$ cat src/tfdg_pkg.sv
// ============================================================================
// tfdg_pkg
// Shared widths, frame constants, reset values and types for the target
// frame decoder and gate.
// ============================================================================
package tfdg_pkg;

    localparam int BYTE_W   = 8;
    localparam int TIME_W   = 32;
    localparam int ANGLE_W  = 16;
    localparam int DIST_W   = 8;
    localparam int FLAG_W   = 8;
    localparam int WIN_W    = 16;

    localparam logic [BYTE_W-1:0] HDR_BYTE  = 8'hFF;
    localparam logic [BYTE_W-1:0] TAIL_BYTE = 8'hFE;
    localparam int                BODY_LEN  = 6;
    localparam int                IDX_W     = $clog2(BODY_LEN);

    localparam int ANGLE_TAPS_DEF = 3;
    localparam int DIST_TAPS_DEF  = 9;

    localparam logic [TIME_W-1:0] LOST_TIMEOUT_RST    = 32'd500000;
    localparam logic [TIME_W-1:0] REACQ_TIMEOUT_RST   = 32'd100000;
    localparam logic [WIN_W-1:0]  JUMP_LIMIT_RST      = 16'd4000;
    localparam logic [WIN_W-1:0]  TRACK_WINDOW_RST    = 16'd800;

    localparam logic [FLAG_W-1:0] FLAG_NONE  = 8'd0;
    localparam logic [FLAG_W-1:0] FLAG_TRACK = 8'd1;

    // Decoded frame body
    typedef struct packed {
        logic [FLAG_W-1:0]         flag;
        logic signed [ANGLE_W-1:0] yaw;
        logic signed [ANGLE_W-1:0] pitch;
        logic [DIST_W-1:0]         dist_cm;
    } t_frame;

    // Parser status toward the gate
    typedef struct packed {
        logic   frame_done;
        t_frame frame;
    } t_parse;

endpackage

$ cat src/tfdg_if.sv
// ============================================================================
// tfdg_if
// Valid/ready stream channels for received bytes and gated target results.
// ============================================================================
interface tfdg_in_if;
    logic                         valid;
    logic                         ready;
    logic [tfdg_pkg::BYTE_W-1:0]  rx_byte;
    logic [tfdg_pkg::TIME_W-1:0]  time_us;

    modport source (output valid, output rx_byte, output time_us, input ready);
    modport sink   (input valid, input rx_byte, input time_us, output ready);
endinterface

interface tfdg_out_if;
    logic                                valid;
    logic                                ready;
    logic [tfdg_pkg::FLAG_W-1:0]         target_flag;
    logic signed [tfdg_pkg::ANGLE_W-1:0] yaw_cdeg;
    logic signed [tfdg_pkg::ANGLE_W-1:0] pitch_cdeg;
    logic [tfdg_pkg::DIST_W-1:0]         distance_cm;
    logic                                accepted;

    modport source (output valid, output target_flag, output yaw_cdeg, output pitch_cdeg,
                    output distance_cm, output accepted, input ready);
    modport sink   (input valid, input target_flag, input yaw_cdeg, input pitch_cdeg,
                    input distance_cm, input accepted, output ready);
endinterface

$ cat src/tfdg_const_div.sv
// ============================================================================
// tfdg_const_div
// Unsigned divide by a constant through one reciprocal multiply, exact for
// every dividend of WIDTH bits.
// ============================================================================
module tfdg_const_div #(
    parameter int WIDTH   = 18,
    parameter int DIVISOR = 3
) (
    input  logic [WIDTH-1:0] i_num,
    output logic [WIDTH-1:0] o_quot
);

    // Shift of WIDTH plus log2 of the divisor keeps the rounded-up
    // reciprocal error below one unit of the quotient.
    localparam int              SHIFT  = WIDTH + $clog2(DIVISOR);
    localparam longint unsigned MULT_L =
        ((64'd1 << SHIFT) + 64'(DIVISOR) - 64'd1) / 64'(DIVISOR);
    localparam logic [WIDTH:0]  MULT   = MULT_L[WIDTH:0];
    localparam int              PROD_W = SHIFT + WIDTH + 1;

    logic [PROD_W-1:0] w_prod;

    assign w_prod = PROD_W'(i_num) * PROD_W'(MULT);
    assign o_quot = w_prod[SHIFT +: WIDTH];

endmodule

$ cat src/tfdg_frame_parse.sv
// ============================================================================
// tfdg_frame_parse
// Header/body/tail framer: collects six body bytes after a header and flags
// a complete frame when the tail byte matches.
// ============================================================================
module tfdg_frame_parse (
    input  logic                        i_clk,
    input  logic                        i_rst_n,
    input  logic                        i_step,
    input  logic [tfdg_pkg::BYTE_W-1:0] i_byte,
    output tfdg_pkg::t_parse            o_parse
);

    typedef enum logic [2:0] {
        PH_WAIT = 3'b001,
        PH_BODY = 3'b010,
        PH_TAIL = 3'b100
    } t_phase;

    t_phase                          r_phase, n_phase;
    logic [tfdg_pkg::IDX_W-1:0]      r_idx, n_idx;
    logic [tfdg_pkg::BYTE_W-1:0]     r_body [tfdg_pkg::BODY_LEN];

    always_comb begin
        n_phase = r_phase;
        n_idx   = r_idx;
        unique case (r_phase)
            PH_WAIT: begin
                n_idx = '0;
                if (i_byte == tfdg_pkg::HDR_BYTE) begin
                    n_phase = PH_BODY;
                end
            end
            PH_BODY: begin
                if (r_idx == tfdg_pkg::IDX_W'(tfdg_pkg::BODY_LEN - 1)) begin
                    n_idx   = '0;
                    n_phase = PH_TAIL;
                end else begin
                    n_idx = r_idx + 1'b1;
                end
            end
            PH_TAIL: begin
                n_idx   = '0;
                n_phase = PH_WAIT;
            end
            default: begin
                n_idx   = '0;
                n_phase = PH_WAIT;
            end
        endcase
    end

    always_ff @(posedge i_clk) begin
        if (!i_rst_n) begin
            r_phase <= PH_WAIT;
            r_idx   <= '0;
        end else if (i_step) begin
            r_phase <= n_phase;
            r_idx   <= n_idx;
        end
    end

    // Body bytes: written by position, never read before being written
    always_ff @(posedge i_clk) begin
        for (int k = 0; k < tfdg_pkg::BODY_LEN; k++) begin
            if (i_step && r_phase == PH_BODY && r_idx == tfdg_pkg::IDX_W'(k)) begin
                r_body[k] <= i_byte;
            end
        end
    end

    assign o_parse.frame_done    = (r_phase == PH_TAIL) && (i_byte == tfdg_pkg::TAIL_BYTE);
    assign o_parse.frame.flag    = r_body[0];
    assign o_parse.frame.yaw     = {r_body[2], r_body[1]};
    assign o_parse.frame.pitch   = {r_body[4], r_body[3]};
    assign o_parse.frame.dist_cm = r_body[5];

endmodule

$ cat src/target_frame_decode_gate.sv
// ============================================================================
// target_frame_decode_gate
// Frame decoder, target gate and moving-average smoother for a serial
// target-report stream.
// ============================================================================
//
// Usage:
//   i_in_ch carries one received byte per transfer with its microsecond
//   time stamp. Frames are FF, flag, yaw lo/hi, pitch lo/hi, distance, FE.
//   o_out_ch carries one result per frame with a good tail: the gated flag,
//   smoothed yaw/pitch, distance and whether this frame updated the track.
//   Bytes outside frames and frames with a bad tail give no result.
//   The APB port holds four registers at byte offsets 0, 4, 8, 12: lost
//   timeout, reacquire timeout, jump limit, tracking window. Write them only
//   while no byte is in flight.
// Timing:
//   One byte per cycle is accepted, except that a tail byte waits in the
//   input register until the result slot is free. There the whole gate and
//   average update is done; the result register loads as the tail byte
//   leaves the input register and then offers the result. The update is a
//   single per-frame pass (sum, reciprocal multiply, compare).
// Reset and stall:
//   Reset clears the parser, histories, held values and registers to their
//   defaults at once; no clearing pass. While the receiver stalls, the
//   result is held and bytes keep flowing until the next tail byte, which
//   waits in the input register.
// ============================================================================
module target_frame_decode_gate #(
    parameter int ANGLE_TAPS = tfdg_pkg::ANGLE_TAPS_DEF,
    parameter int DIST_TAPS  = tfdg_pkg::DIST_TAPS_DEF
) (
    input  logic               i_clk,
    input  logic               i_rst_n,
    tfdg_in_if.sink            i_in_ch,
    tfdg_out_if.source         o_out_ch,
    input  logic               psel,
    input  logic               penable,
    input  logic               pwrite,
    input  logic [3:0]         paddr,
    input  logic [31:0]        pwdata,
    output logic [31:0]        prdata,
    output logic               pready
);

    localparam int ANGLE_SUM_W = tfdg_pkg::ANGLE_W + $clog2(ANGLE_TAPS);
    localparam int DIST_SUM_W  = tfdg_pkg::DIST_W + $clog2(DIST_TAPS);

    localparam logic [1:0] REG_LOST  = 2'd0;
    localparam logic [1:0] REG_REACQ = 2'd1;
    localparam logic [1:0] REG_JUMP  = 2'd2;
    localparam logic [1:0] REG_WIN   = 2'd3;

    // ---------------------------------------------------------------- config
    logic [tfdg_pkg::TIME_W-1:0] r_lost_to;
    logic [tfdg_pkg::TIME_W-1:0] r_reacq_to;
    logic [tfdg_pkg::WIN_W-1:0]  r_jump_lim;
    logic [tfdg_pkg::WIN_W-1:0]  r_track_win;
    logic                        w_cfg_wr;

    assign pready   = 1'b1;
    assign w_cfg_wr = psel && penable && pwrite;

    always_ff @(posedge i_clk) begin
        if (!i_rst_n) begin
            r_lost_to   <= tfdg_pkg::LOST_TIMEOUT_RST;
            r_reacq_to  <= tfdg_pkg::REACQ_TIMEOUT_RST;
            r_jump_lim  <= tfdg_pkg::JUMP_LIMIT_RST;
            r_track_win <= tfdg_pkg::TRACK_WINDOW_RST;
        end else if (w_cfg_wr) begin
            unique case (paddr[3:2])
                REG_LOST:  r_lost_to   <= pwdata;
                REG_REACQ: r_reacq_to  <= pwdata;
                REG_JUMP:  r_jump_lim  <= pwdata[tfdg_pkg::WIN_W-1:0];
                REG_WIN:   r_track_win <= pwdata[tfdg_pkg::WIN_W-1:0];
                default:   ;
            endcase
        end
    end

    always_comb begin
        unique case (paddr[3:2])
            REG_LOST:  prdata = r_lost_to;
            REG_REACQ: prdata = r_reacq_to;
            REG_JUMP:  prdata = 32'(r_jump_lim);
            REG_WIN:   prdata = 32'(r_track_win);
            default:   prdata = '0;
        endcase
    end

    // --------------------------------------------------------- input register
    logic                        r_s1_valid;
    logic [tfdg_pkg::BYTE_W-1:0] r_s1_byte;
    logic [tfdg_pkg::TIME_W-1:0] r_s1_time;
    logic                        r_out_valid;
    logic                        r_out_acc;
    logic                        w_out_free;
    logic                        w_s1_adv;
    logic                        w_emit;
    tfdg_pkg::t_parse            w_parse;

    assign w_out_free      = !r_out_valid || o_out_ch.ready;
    // A tail byte needs a free result slot; any other byte moves on freely.
    assign w_s1_adv        = r_s1_valid && (!w_parse.frame_done || w_out_free);
    assign w_emit          = w_s1_adv && w_parse.frame_done;
    assign i_in_ch.ready   = !r_s1_valid || w_s1_adv;

    always_ff @(posedge i_clk) begin
        if (!i_rst_n) begin
            r_s1_valid <= 1'b0;
        end else if (i_in_ch.ready) begin
            r_s1_valid <= i_in_ch.valid;
        end
    end

    always_ff @(posedge i_clk) begin
        if (i_in_ch.valid && i_in_ch.ready) begin
            r_s1_byte <= i_in_ch.rx_byte;
            r_s1_time <= i_in_ch.time_us;
        end
    end

    tfdg_frame_parse u_parse (
        .i_clk   (i_clk),
        .i_rst_n (i_rst_n),
        .i_step  (w_s1_adv),
        .i_byte  (r_s1_byte),
        .o_parse (w_parse)
    );

    // ------------------------------------------------------------ gate state
    logic signed [tfdg_pkg::ANGLE_W-1:0] r_yaw_hist   [ANGLE_TAPS];
    logic signed [tfdg_pkg::ANGLE_W-1:0] r_pitch_hist [ANGLE_TAPS];
    logic [tfdg_pkg::DIST_W-1:0]         r_dist_hist  [DIST_TAPS];
    logic signed [tfdg_pkg::ANGLE_W-1:0] n_yaw_hist   [ANGLE_TAPS];
    logic signed [tfdg_pkg::ANGLE_W-1:0] n_pitch_hist [ANGLE_TAPS];
    logic [tfdg_pkg::DIST_W-1:0]         n_dist_hist  [DIST_TAPS];
    logic signed [tfdg_pkg::ANGLE_W-1:0] r_yaw_held;
    logic signed [tfdg_pkg::ANGLE_W-1:0] r_pitch_held;
    logic [tfdg_pkg::DIST_W-1:0]         r_dist_held;
    logic [tfdg_pkg::FLAG_W-1:0]         r_flag_held;
    logic [tfdg_pkg::TIME_W-1:0]         r_last_acc;

    // Shift the new sample in at the top of each history
    always_comb begin
        for (int k = 0; k < ANGLE_TAPS - 1; k++) begin
            n_yaw_hist[k]   = r_yaw_hist[k+1];
            n_pitch_hist[k] = r_pitch_hist[k+1];
        end
        n_yaw_hist[ANGLE_TAPS-1]   = w_parse.frame.yaw;
        n_pitch_hist[ANGLE_TAPS-1] = w_parse.frame.pitch;
        for (int k = 0; k < DIST_TAPS - 1; k++) begin
            n_dist_hist[k] = r_dist_hist[k+1];
        end
        n_dist_hist[DIST_TAPS-1] = w_parse.frame.dist_cm;
    end

    // Window sums of the shifted histories
    logic signed [ANGLE_SUM_W-1:0] w_yaw_sum;
    logic signed [ANGLE_SUM_W-1:0] w_pitch_sum;
    logic [DIST_SUM_W-1:0]         w_dist_sum;

    always_comb begin
        w_yaw_sum   = '0;
        w_pitch_sum = '0;
        w_dist_sum  = '0;
        for (int k = 0; k < ANGLE_TAPS; k++) begin
            w_yaw_sum   = w_yaw_sum + ANGLE_SUM_W'(n_yaw_hist[k]);
            w_pitch_sum = w_pitch_sum + ANGLE_SUM_W'(n_pitch_hist[k]);
        end
        for (int k = 0; k < DIST_TAPS; k++) begin
            w_dist_sum = w_dist_sum + DIST_SUM_W'(n_dist_hist[k]);
        end
    end

    // Angle averages truncate toward zero: divide the magnitude, restore sign
    logic [ANGLE_SUM_W-1:0]              w_yaw_mag, w_pitch_mag;
    logic [ANGLE_SUM_W-1:0]              w_yaw_quot, w_pitch_quot;
    logic [DIST_SUM_W-1:0]               w_dist_quot;
    logic signed [tfdg_pkg::ANGLE_W-1:0] w_yaw_avg, w_pitch_avg;

    assign w_yaw_mag   = w_yaw_sum[ANGLE_SUM_W-1] ? (~w_yaw_sum + 1'b1) : w_yaw_sum;
    assign w_pitch_mag = w_pitch_sum[ANGLE_SUM_W-1] ? (~w_pitch_sum + 1'b1) : w_pitch_sum;

    tfdg_const_div #(.WIDTH(ANGLE_SUM_W), .DIVISOR(ANGLE_TAPS)) u_yaw_div (
        .i_num  (w_yaw_mag),
        .o_quot (w_yaw_quot)
    );

    tfdg_const_div #(.WIDTH(ANGLE_SUM_W), .DIVISOR(ANGLE_TAPS)) u_pitch_div (
        .i_num  (w_pitch_mag),
        .o_quot (w_pitch_quot)
    );

    tfdg_const_div #(.WIDTH(DIST_SUM_W), .DIVISOR(DIST_TAPS)) u_dist_div (
        .i_num  (w_dist_sum),
        .o_quot (w_dist_quot)
    );

    assign w_yaw_avg   = w_yaw_sum[ANGLE_SUM_W-1] ? -w_yaw_quot[tfdg_pkg::ANGLE_W-1:0]
                                                  : w_yaw_quot[tfdg_pkg::ANGLE_W-1:0];
    assign w_pitch_avg = w_pitch_sum[ANGLE_SUM_W-1] ? -w_pitch_quot[tfdg_pkg::ANGLE_W-1:0]
                                                    : w_pitch_quot[tfdg_pkg::ANGLE_W-1:0];

    // --------------------------------------------------------------- gating
    logic [tfdg_pkg::TIME_W-1:0]           w_elapsed;
    logic signed [tfdg_pkg::ANGLE_W:0]     w_jump_diff;
    logic [tfdg_pkg::ANGLE_W:0]            w_jump_mag;
    logic                                  w_jump_ok;
    logic                                  w_in_window;
    logic                                  w_accept;
    logic                                  w_flag_upd;
    logic                                  w_track_flag;

    assign w_elapsed   = r_s1_time - r_last_acc;
    assign w_jump_diff = (tfdg_pkg::ANGLE_W+1)'(r_yaw_held)
                       - (tfdg_pkg::ANGLE_W+1)'(w_parse.frame.yaw);
    assign w_jump_mag  = w_jump_diff[tfdg_pkg::ANGLE_W] ? (~w_jump_diff + 1'b1) : w_jump_diff;
    assign w_jump_ok   = (w_parse.frame.flag != tfdg_pkg::FLAG_NONE)
                       && (w_jump_mag < {1'b0, r_jump_lim});
    assign w_track_flag = (w_parse.frame.flag == tfdg_pkg::FLAG_TRACK);

    // Held yaw/pitch always equal the average of their own history (both
    // are zero at reset and both change only on acceptance), so their
    // distance from that average is zero: the window holds unless it is 0.
    assign w_in_window = (r_track_win != '0);

    assign w_accept   = w_jump_ok && (!w_track_flag || w_in_window || (w_elapsed > r_reacq_to));
    assign w_flag_upd = w_jump_ok || (w_elapsed > r_lost_to);

    always_ff @(posedge i_clk) begin
        if (!i_rst_n) begin
            for (int k = 0; k < ANGLE_TAPS; k++) begin
                r_yaw_hist[k]   <= '0;
                r_pitch_hist[k] <= '0;
            end
            for (int k = 0; k < DIST_TAPS; k++) begin
                r_dist_hist[k] <= '0;
            end
            r_yaw_held   <= '0;
            r_pitch_held <= '0;
            r_dist_held  <= '0;
            r_flag_held  <= '0;
            r_last_acc   <= '0;
        end else if (w_emit) begin
            if (w_flag_upd) begin
                r_flag_held <= w_parse.frame.flag;
            end
            if (w_accept) begin
                r_yaw_hist   <= n_yaw_hist;
                r_pitch_hist <= n_pitch_hist;
                r_dist_hist  <= n_dist_hist;
                r_yaw_held   <= w_yaw_avg;
                r_pitch_held <= w_pitch_avg;
                r_dist_held  <= w_track_flag ? w_parse.frame.dist_cm
                                             : w_dist_quot[tfdg_pkg::DIST_W-1:0];
                r_last_acc   <= r_s1_time;
            end
        end
    end

    // -------------------------------------------------------- result register
    // Held values only change on a result transfer into a free slot, so they
    // double as the result payload.
    always_ff @(posedge i_clk) begin
        if (!i_rst_n) begin
            r_out_valid <= 1'b0;
        end else if (w_emit) begin
            r_out_valid <= 1'b1;
        end else if (o_out_ch.ready) begin
            r_out_valid <= 1'b0;
        end
    end

    always_ff @(posedge i_clk) begin
        if (w_emit) begin
            r_out_acc <= w_accept;
        end
    end

    assign o_out_ch.valid       = r_out_valid;
    assign o_out_ch.target_flag = r_flag_held;
    assign o_out_ch.yaw_cdeg    = r_yaw_held;
    assign o_out_ch.pitch_cdeg  = r_pitch_held;
    assign o_out_ch.distance_cm = r_dist_held;
    assign o_out_ch.accepted    = r_out_acc;

endmodule

$ cat src/flat_wrapper.sv
// flat-port wrapper written by rule: the top's interface ports become plain ports
module target_frame_decode_gate_flat 
#(
    parameter int ANGLE_TAPS = tfdg_pkg::ANGLE_TAPS_DEF,
    parameter int DIST_TAPS  = tfdg_pkg::DIST_TAPS_DEF
)
  (i_clk, i_rst_n, psel, penable, pwrite, paddr, pwdata, prdata, pready, i_in_ch_valid, i_in_ch_rx_byte, i_in_ch_time_us, i_in_ch_ready, o_out_ch_valid, o_out_ch_target_flag, o_out_ch_yaw_cdeg, o_out_ch_pitch_cdeg, o_out_ch_distance_cm, o_out_ch_accepted, o_out_ch_ready);
  tfdg_in_if i_in_ch_i ();
  tfdg_out_if o_out_ch_i ();
  input  logic i_clk;
  input  logic i_rst_n;
  input  logic psel;
  input  logic penable;
  input  logic pwrite;
  input  logic [3:0] paddr;
  input  logic [31:0] pwdata;
  output logic [31:0] prdata;
  output logic pready;
  input wire logic [$bits(i_in_ch_i.valid)-1:0] i_in_ch_valid;
  input wire logic [$bits(i_in_ch_i.rx_byte)-1:0] i_in_ch_rx_byte;
  input wire logic [$bits(i_in_ch_i.time_us)-1:0] i_in_ch_time_us;
  output wire logic [$bits(i_in_ch_i.ready)-1:0] i_in_ch_ready;
  output wire logic [$bits(o_out_ch_i.valid)-1:0] o_out_ch_valid;
  output wire logic [$bits(o_out_ch_i.target_flag)-1:0] o_out_ch_target_flag;
  output wire logic [$bits(o_out_ch_i.yaw_cdeg)-1:0] o_out_ch_yaw_cdeg;
  output wire logic [$bits(o_out_ch_i.pitch_cdeg)-1:0] o_out_ch_pitch_cdeg;
  output wire logic [$bits(o_out_ch_i.distance_cm)-1:0] o_out_ch_distance_cm;
  output wire logic [$bits(o_out_ch_i.accepted)-1:0] o_out_ch_accepted;
  input wire logic [$bits(o_out_ch_i.ready)-1:0] o_out_ch_ready;
  assign i_in_ch_i.valid = i_in_ch_valid;
  assign i_in_ch_i.rx_byte = i_in_ch_rx_byte;
  assign i_in_ch_i.time_us = i_in_ch_time_us;
  assign i_in_ch_ready = i_in_ch_i.ready;
  assign o_out_ch_valid = o_out_ch_i.valid;
  assign o_out_ch_target_flag = o_out_ch_i.target_flag;
  assign o_out_ch_yaw_cdeg = o_out_ch_i.yaw_cdeg;
  assign o_out_ch_pitch_cdeg = o_out_ch_i.pitch_cdeg;
  assign o_out_ch_distance_cm = o_out_ch_i.distance_cm;
  assign o_out_ch_accepted = o_out_ch_i.accepted;
  assign o_out_ch_i.ready = o_out_ch_ready;
  target_frame_decode_gate #(.ANGLE_TAPS(ANGLE_TAPS), .DIST_TAPS(DIST_TAPS)) u_core (.i_clk(i_clk), .i_rst_n(i_rst_n), .i_in_ch(i_in_ch_i), .o_out_ch(o_out_ch_i), .psel(psel), .penable(penable), .pwrite(pwrite), .paddr(paddr), .pwdata(pwdata), .prdata(prdata), .pready(pready));
endmodule
$ cat config.mk
export PLATFORM = sky130hd
export DESIGN_NAME = target_frame_decode_gate_flat
export DESIGN_NICKNAME = d
export VERILOG_FILES = /design/src/tfdg_pkg.sv /design/src/tfdg_if.sv /design/src/tfdg_const_div.sv /design/src/tfdg_frame_parse.sv /design/src/target_frame_decode_gate.sv /design/src/flat_wrapper.sv
export SDC_FILE = /design/constraint.sdc
export NUM_CORES = 2
export LEC_CHECK = 0
export CORE_ASPECT_RATIO = 0.7
export CORE_MARGIN = 5
export CORE_UTILIZATION = 55
export CTS_CLUSTER_SIZE = 28
export DETAILED_ROUTE_END_ITERATION = 8
export DONT_BUFFER_PORTS = 1
export PLACE_DENSITY = 0.71
export SYNTH_ARGS = -nofsm -noshare
export SYNTH_HDL_FRONTEND = slang
export SYNTH_SLANG_ARGS = --single-unit
$ cat constraint.sdc
create_clock -name i_clk -period 21.5 [get_ports i_clk]
set_clock_uncertainty 0.05 [all_clocks]
set_input_delay 4.3 -clock i_clk [delete_from_list [all_inputs] [get_ports i_clk]]
set_output_delay 4.3 -clock i_clk [all_outputs]
set_load 0.01 [all_outputs]
# Yosys cells after proc, flatten, opt, wreduce, memory -nomap -nowiden
# Memory sizes are Yosys's and may differ from the RTL's.
# Index checks and enable logic that the tools add are counted.
totals:
  ff_bits: 353
  mem_bits_rw: 48
  word_cells: 157
  memories: 1
op_classes:
  add_sub_neg: 20
  multipliers: 3
  magnitude_cmp: 3
  n_eq_ne: 16
  mux: 41
  bitwise: 3
  n_reduce_logical: 42
memory_table:
  columns: ["name", "words", "word_bits", "read_ports", "rd_ports_with_merged_regs", "write_ports", "line_no", "text"]
  rows:
  - ["u_core.u_parse.r_body", 6, 8, 6, 0, 1, "tfdg_frame_parse.sv:22", "logic [tfdg_pkg::BYTE_W-1:0] r_body [tfdg_pkg::BODY_LEN];"]
ops:
  columns: ["op", "count"]
  rows:
  - ["$pmux 32 s4", 1]
  - ["$add 12x8->12", 7]
  - ["$mul 18x18->35 const B", 2]
  - ["$gt 32x32->1", 2]
  - ["$mux 8", 6]
  - ["$reduce_or 8->1", 5]
  - ["$add 17x16->18", 2]
  - ["$add 18x1->18 const B", 2]
  - ["$mux 18", 2]
  - ["$not 18->18", 2]
  - ["$add 16x16->17", 2]
  - ["$mux 16", 2]
  - ["$neg 16->16", 2]
  - ["$sub 32x32->32", 1]
  - ["$mux 3", 9]
  - ["$mul 12x12->23 const B", 1]
  - ["$mux 1", 19]
  - ["$add 17x1->17 const B", 1]
  - ["$lt 17x16->1", 1]
  - ["$mux 17", 1]
  - ["$not 17->17", 1]
  - ["$sub 16x16->17", 1]
  - ["$eq 8x8->1 const B", 2]
  - ["$reduce_bool 16->1", 1]
  - ["other kinds (19)", 53]

# Logic depth before layout (Yosys ltp)
depth:
  ltp_word: 15
  ltp_mapped: 41
  depth_no_buf: 41

# By module
# Synthesis repeated with hierarchy kept, for this count alone.
hier_totals:
  cells_unflattened: 4164
  hier_area_um2: 39758.1
modules_own_cells:
  columns: ["mod", "n_inst", "cells_per_inst", "area_per_inst_um2", "seq_area_each_um2"]
  rows:
  - ["target_frame_decode_gate", 1, 2483, 23425.0, 7357.1]
  - ["tfdg_const_div at u_core.u_yaw_div", 1, 677, 6094.6, 0.0]
  - ["tfdg_const_div at u_core.u_pitch_div", 1, 659, 6067.1, 0.0]
  - ["tfdg_const_div at u_core.u_dist_div", 1, 252, 2324.7, 0.0]
  - ["tfdg_frame_parse", 1, 93, 1846.8, 1561.5]

# Least setup slack after synthesis
# No wires, ideal clock.
synth_path:
  kind: "input to output"
  start: "input paddr[2]"
  end: "output prdata[21]"
  arrival_ns: 5.921
  required_time_ns: 17.150
  setup_slack_ns: 11.229
  cell_stages: 5
  n_path_buf: 3
  path_cell_list: "buf_1 clkbuf_1 buf_1 mux2i_1 nor2_1"
synth_via:
  elab_chain_len: 2
synth_rtl:
  columns: ["element", "line_no", "text"]
  rows:
  - ["from (decl)", "flat_wrapper.sv:15", "input logic [3:0] paddr;"]
  - ["$eq 2x2->1, or another cell as far along", "target_frame_decode_gate.sv:81", "unique case (paddr[3:2])"]
  - ["$pmux 32 s4 (*)", "target_frame_decode_gate.sv:81", null]
  - ["to (decl)", "flat_wrapper.sv:17", "output logic [31:0] prdata;"]
# Every way passes the cells marked *; elsewhere a longest branch is shown, timed or not.

==> metrics <==
Pre-Repair DR Iteration Count 6; drt total wl 92,500 um; Yosys top cell area share between 10% and 20%; Syn Inst Count between 4,000 and 5,000; DR vias ~29,000; Site Rows just over 80; mux cell area share after synthesis around 1.9%; Initial Util a little under three fifths; most used cell, CP fa_1; register area share after synthesis between 20% and 30%; xor and xnor fraction of the mapped netlist area 4.81%; I/O pins roughly 170; Post-CTS Setup Bufs 0; initial antenna violation count 3; Gates resized, CTS repair 0; syn_area_per_cell a little under 9 um2; ys flop type dfxtp_1; Critical Path Fanout Max 7; pwr dens between 40 and 50 nW/um2; fmax between 80 and 90 MHz; status finished clean; CP arrival roughly 12 ns; FF-to-FF Start u_core.u_parse.r_body[3][1]; # nets final 5,290; setup_tns 0 ns; Adder-Cell Fraction of Synth Area 34.7%; non-filler instance count after layout between 5,000 and 6,000; Mapped Area slightly below 40,000 um2; Seq cells post-synth 401; global route overflow 0; Die W about 330 um; hold_sp u_core.r_last_acc[10]; cell with the most instances after synthesis inv_1; post-DP HPWL about 72,000 um; top cells by area, synth ha_1, fa_1, dfxtp_1; main combinational cell family by area after synthesis adder cells; clock buffer count from CTS between 40 and 50; period utilization a little over half; GR Util All Layers between 20% and 30%; Area growth syn-to-layout 5.96%; Placed Area 39,500 um2; pin slew with the least headroom to its limit between 1 and 1.5 ns; Finish-stage setup viols 0; Wirelength per Cell between 15 and 20 um; post-route cell area 41,000 um2; die height 232 um; CTS tree done; slew margin rel. between 10% and 20%; CTS Buffer Depth 3; htree depth 2; Max Cap Viol 0; number of distinct library cells after synthesis between 80 and 90; critical path's slowest cell nor4_1; hold_ws 0.403 ns; largest net degree at the start of global routing 189; Async SR Flop Fraction 0%; hold crit path type flop to flop; Post-CTS Hold Buffers 0; share of layout cells above drive strength 1 under 10%; Synth Area in Compound Gates ~14%; core area roughly 70,000 um2; vias per inst between 5 and 6; WP data required about 22 ns; final worst slack approximately 10 ns; CP peak stage delay a little over 0.9 ns; number of nets with antenna violations after routing 0; pre-CTS setup slack approximately 10 ns; placed cell count approximately 5,200; post-synthesis simple-gate area fraction 12.4%; Final Hold Fails 0; residual DRC count 0; clock period minus worst slack approximately 11 ns; Max IR drop VDD between 50 and 60 uV; DRT iter0 DRCs 2,016; first-pass GRT wire length about 150,000 um; Synth Warn # 0; Placer Congestion ~0.93; Mapped Nets approximately 5,400; clk_lat worst skew 0.60 ns; Root Buffer clkbuf_16; Worst setup SP type flop; Post-synth EDFFs 89; CTS Sinks roughly 400; Worst-path clk slew 0.06 ns; worst setup path class flop to flop; Leakage approximately 19 nW; number of global-route vias before repair around 28,000; synth cell count leaders inv_1, nand2_1, ha_1; die area 75,800 um2; max-slew violations 0; # port buffers 0; CP endpoint kind flop; Critical Path Start u_core.u_parse.r_body[3][1]; unrepaired setup endpoints after global routing no; largest area contributor in the netlist ha_1
==> metrics by stage <==
step	power (mW)	util [%]
floorplan	0.900	-
global placement	0.929	56.6
detailed placement	0.931	56.6
CTS	1.74	58.8
global route	1.79	58.8
finish	1.73	58.8
==> critical path: cells and delay by family, from the launching register on <==
| kind | cells | cell delay [ns] |
|---|---|---|
| adders and majority gates | 10 | 4.37 |
| buffers and inverters | 4 | 0.23 |
| AOI/OAI and AO/OA | 12 | 3.71 |
| and+or+nand+nor | 6 | 1.65 |
| DFF | 1 | 0.42 |
| xor gates and xnor gates | 2 | 0.94 |
==> layout by cell type (no fill, tap or decap), types with 43 or more instances in the layout <==
cell       netlist  layout
a21boi_0       146     146
ha_1           552     552
nor3_1          44      43
a21oi_1        279     278
edfxtp_1        89      89
dfxtp_1        312     312
nor2_1         163     163
inv_1          813     812
clkbuf_16        0      46
xnor2_1        149     149
nand3_1         45      45
a21o_1          61      61
nand2_1        625     625
fa_1           326     326
xor2_1          61      61
o21ai_0        107     107
==> power breakdown <==
group | switching (mW) | internal [mW] | leakage [nW]
registers | 0.0110 | 0.780 | 3.35
logic | 0.0738 | 0.0544 | 14.5
clock network | 0.341 | 0.465 | 0.753
total | 0.426 | 1.30 | 18.6
==> final timing paths <==
| path | end | slack [ns] | cells after the start |
|---|---|---|---|
| setup / recovery | u_core.o_out_ch.pitch_cdeg[12] | 10.01 | 34 |
| setup reg to reg | u_core.o_out_ch.pitch_cdeg[12] | 10.01 | 34 |
| hold / removal | u_core.r_last_acc[10] | 0.40 | 2 |
| hold reg to reg | u_core.r_last_acc[10] | 0.40 | 2 |
==> cell families (layout without fill, tap and decap cells) <==
group,Yosys count,after routing
DFF,401,401
muxes,51,51
xor gates and xnor gates,211,211
AOI/OAI and AO/OA,829,829
and+or+nand+nor,1084,1084
adders and majority gates,878,878
buffers and inverters,940,909
other,1,2
==> state kept, by name, summed over array words and instances, names as in the netlist, 32 cells and up <==
signal and cells:
u_core.n_yaw_hist 32, u_core.r_s1_time 32, u_core.r_last_acc 32, u_core.u_parse.r_body 48, u_core.r_reacq_to 32, u_core.n_dist_hist 64
u_core.n_pitch_hist 32, u_core.r_lost_to 32
==> per-layer routing <==
layer	vias up	global-route usage, %	part of all wire, %
met3	90	3.84	6.0
li1	14300	-	-
met4	4	4.46	1.7
met1	13900	37.3	50
met5	-	0	0.023
met2	669	36.7	43
==> layout make-up <==
cell class | count | area, um2
Multi-Input combinational cell | 3054 | 26200
Sequential cell | 401 | 8920
Clock buffer | 54 | 1200
Tap cell | 913 | 1140
Timing Repair Buffer | 15 | 113
Antenna cell | 1 | 2.50
Inverter | 813 | 3050
Fill cell | 6155 | 28700
Clock inverter | 27 | 314
Power figures use the tool's default switching activity.
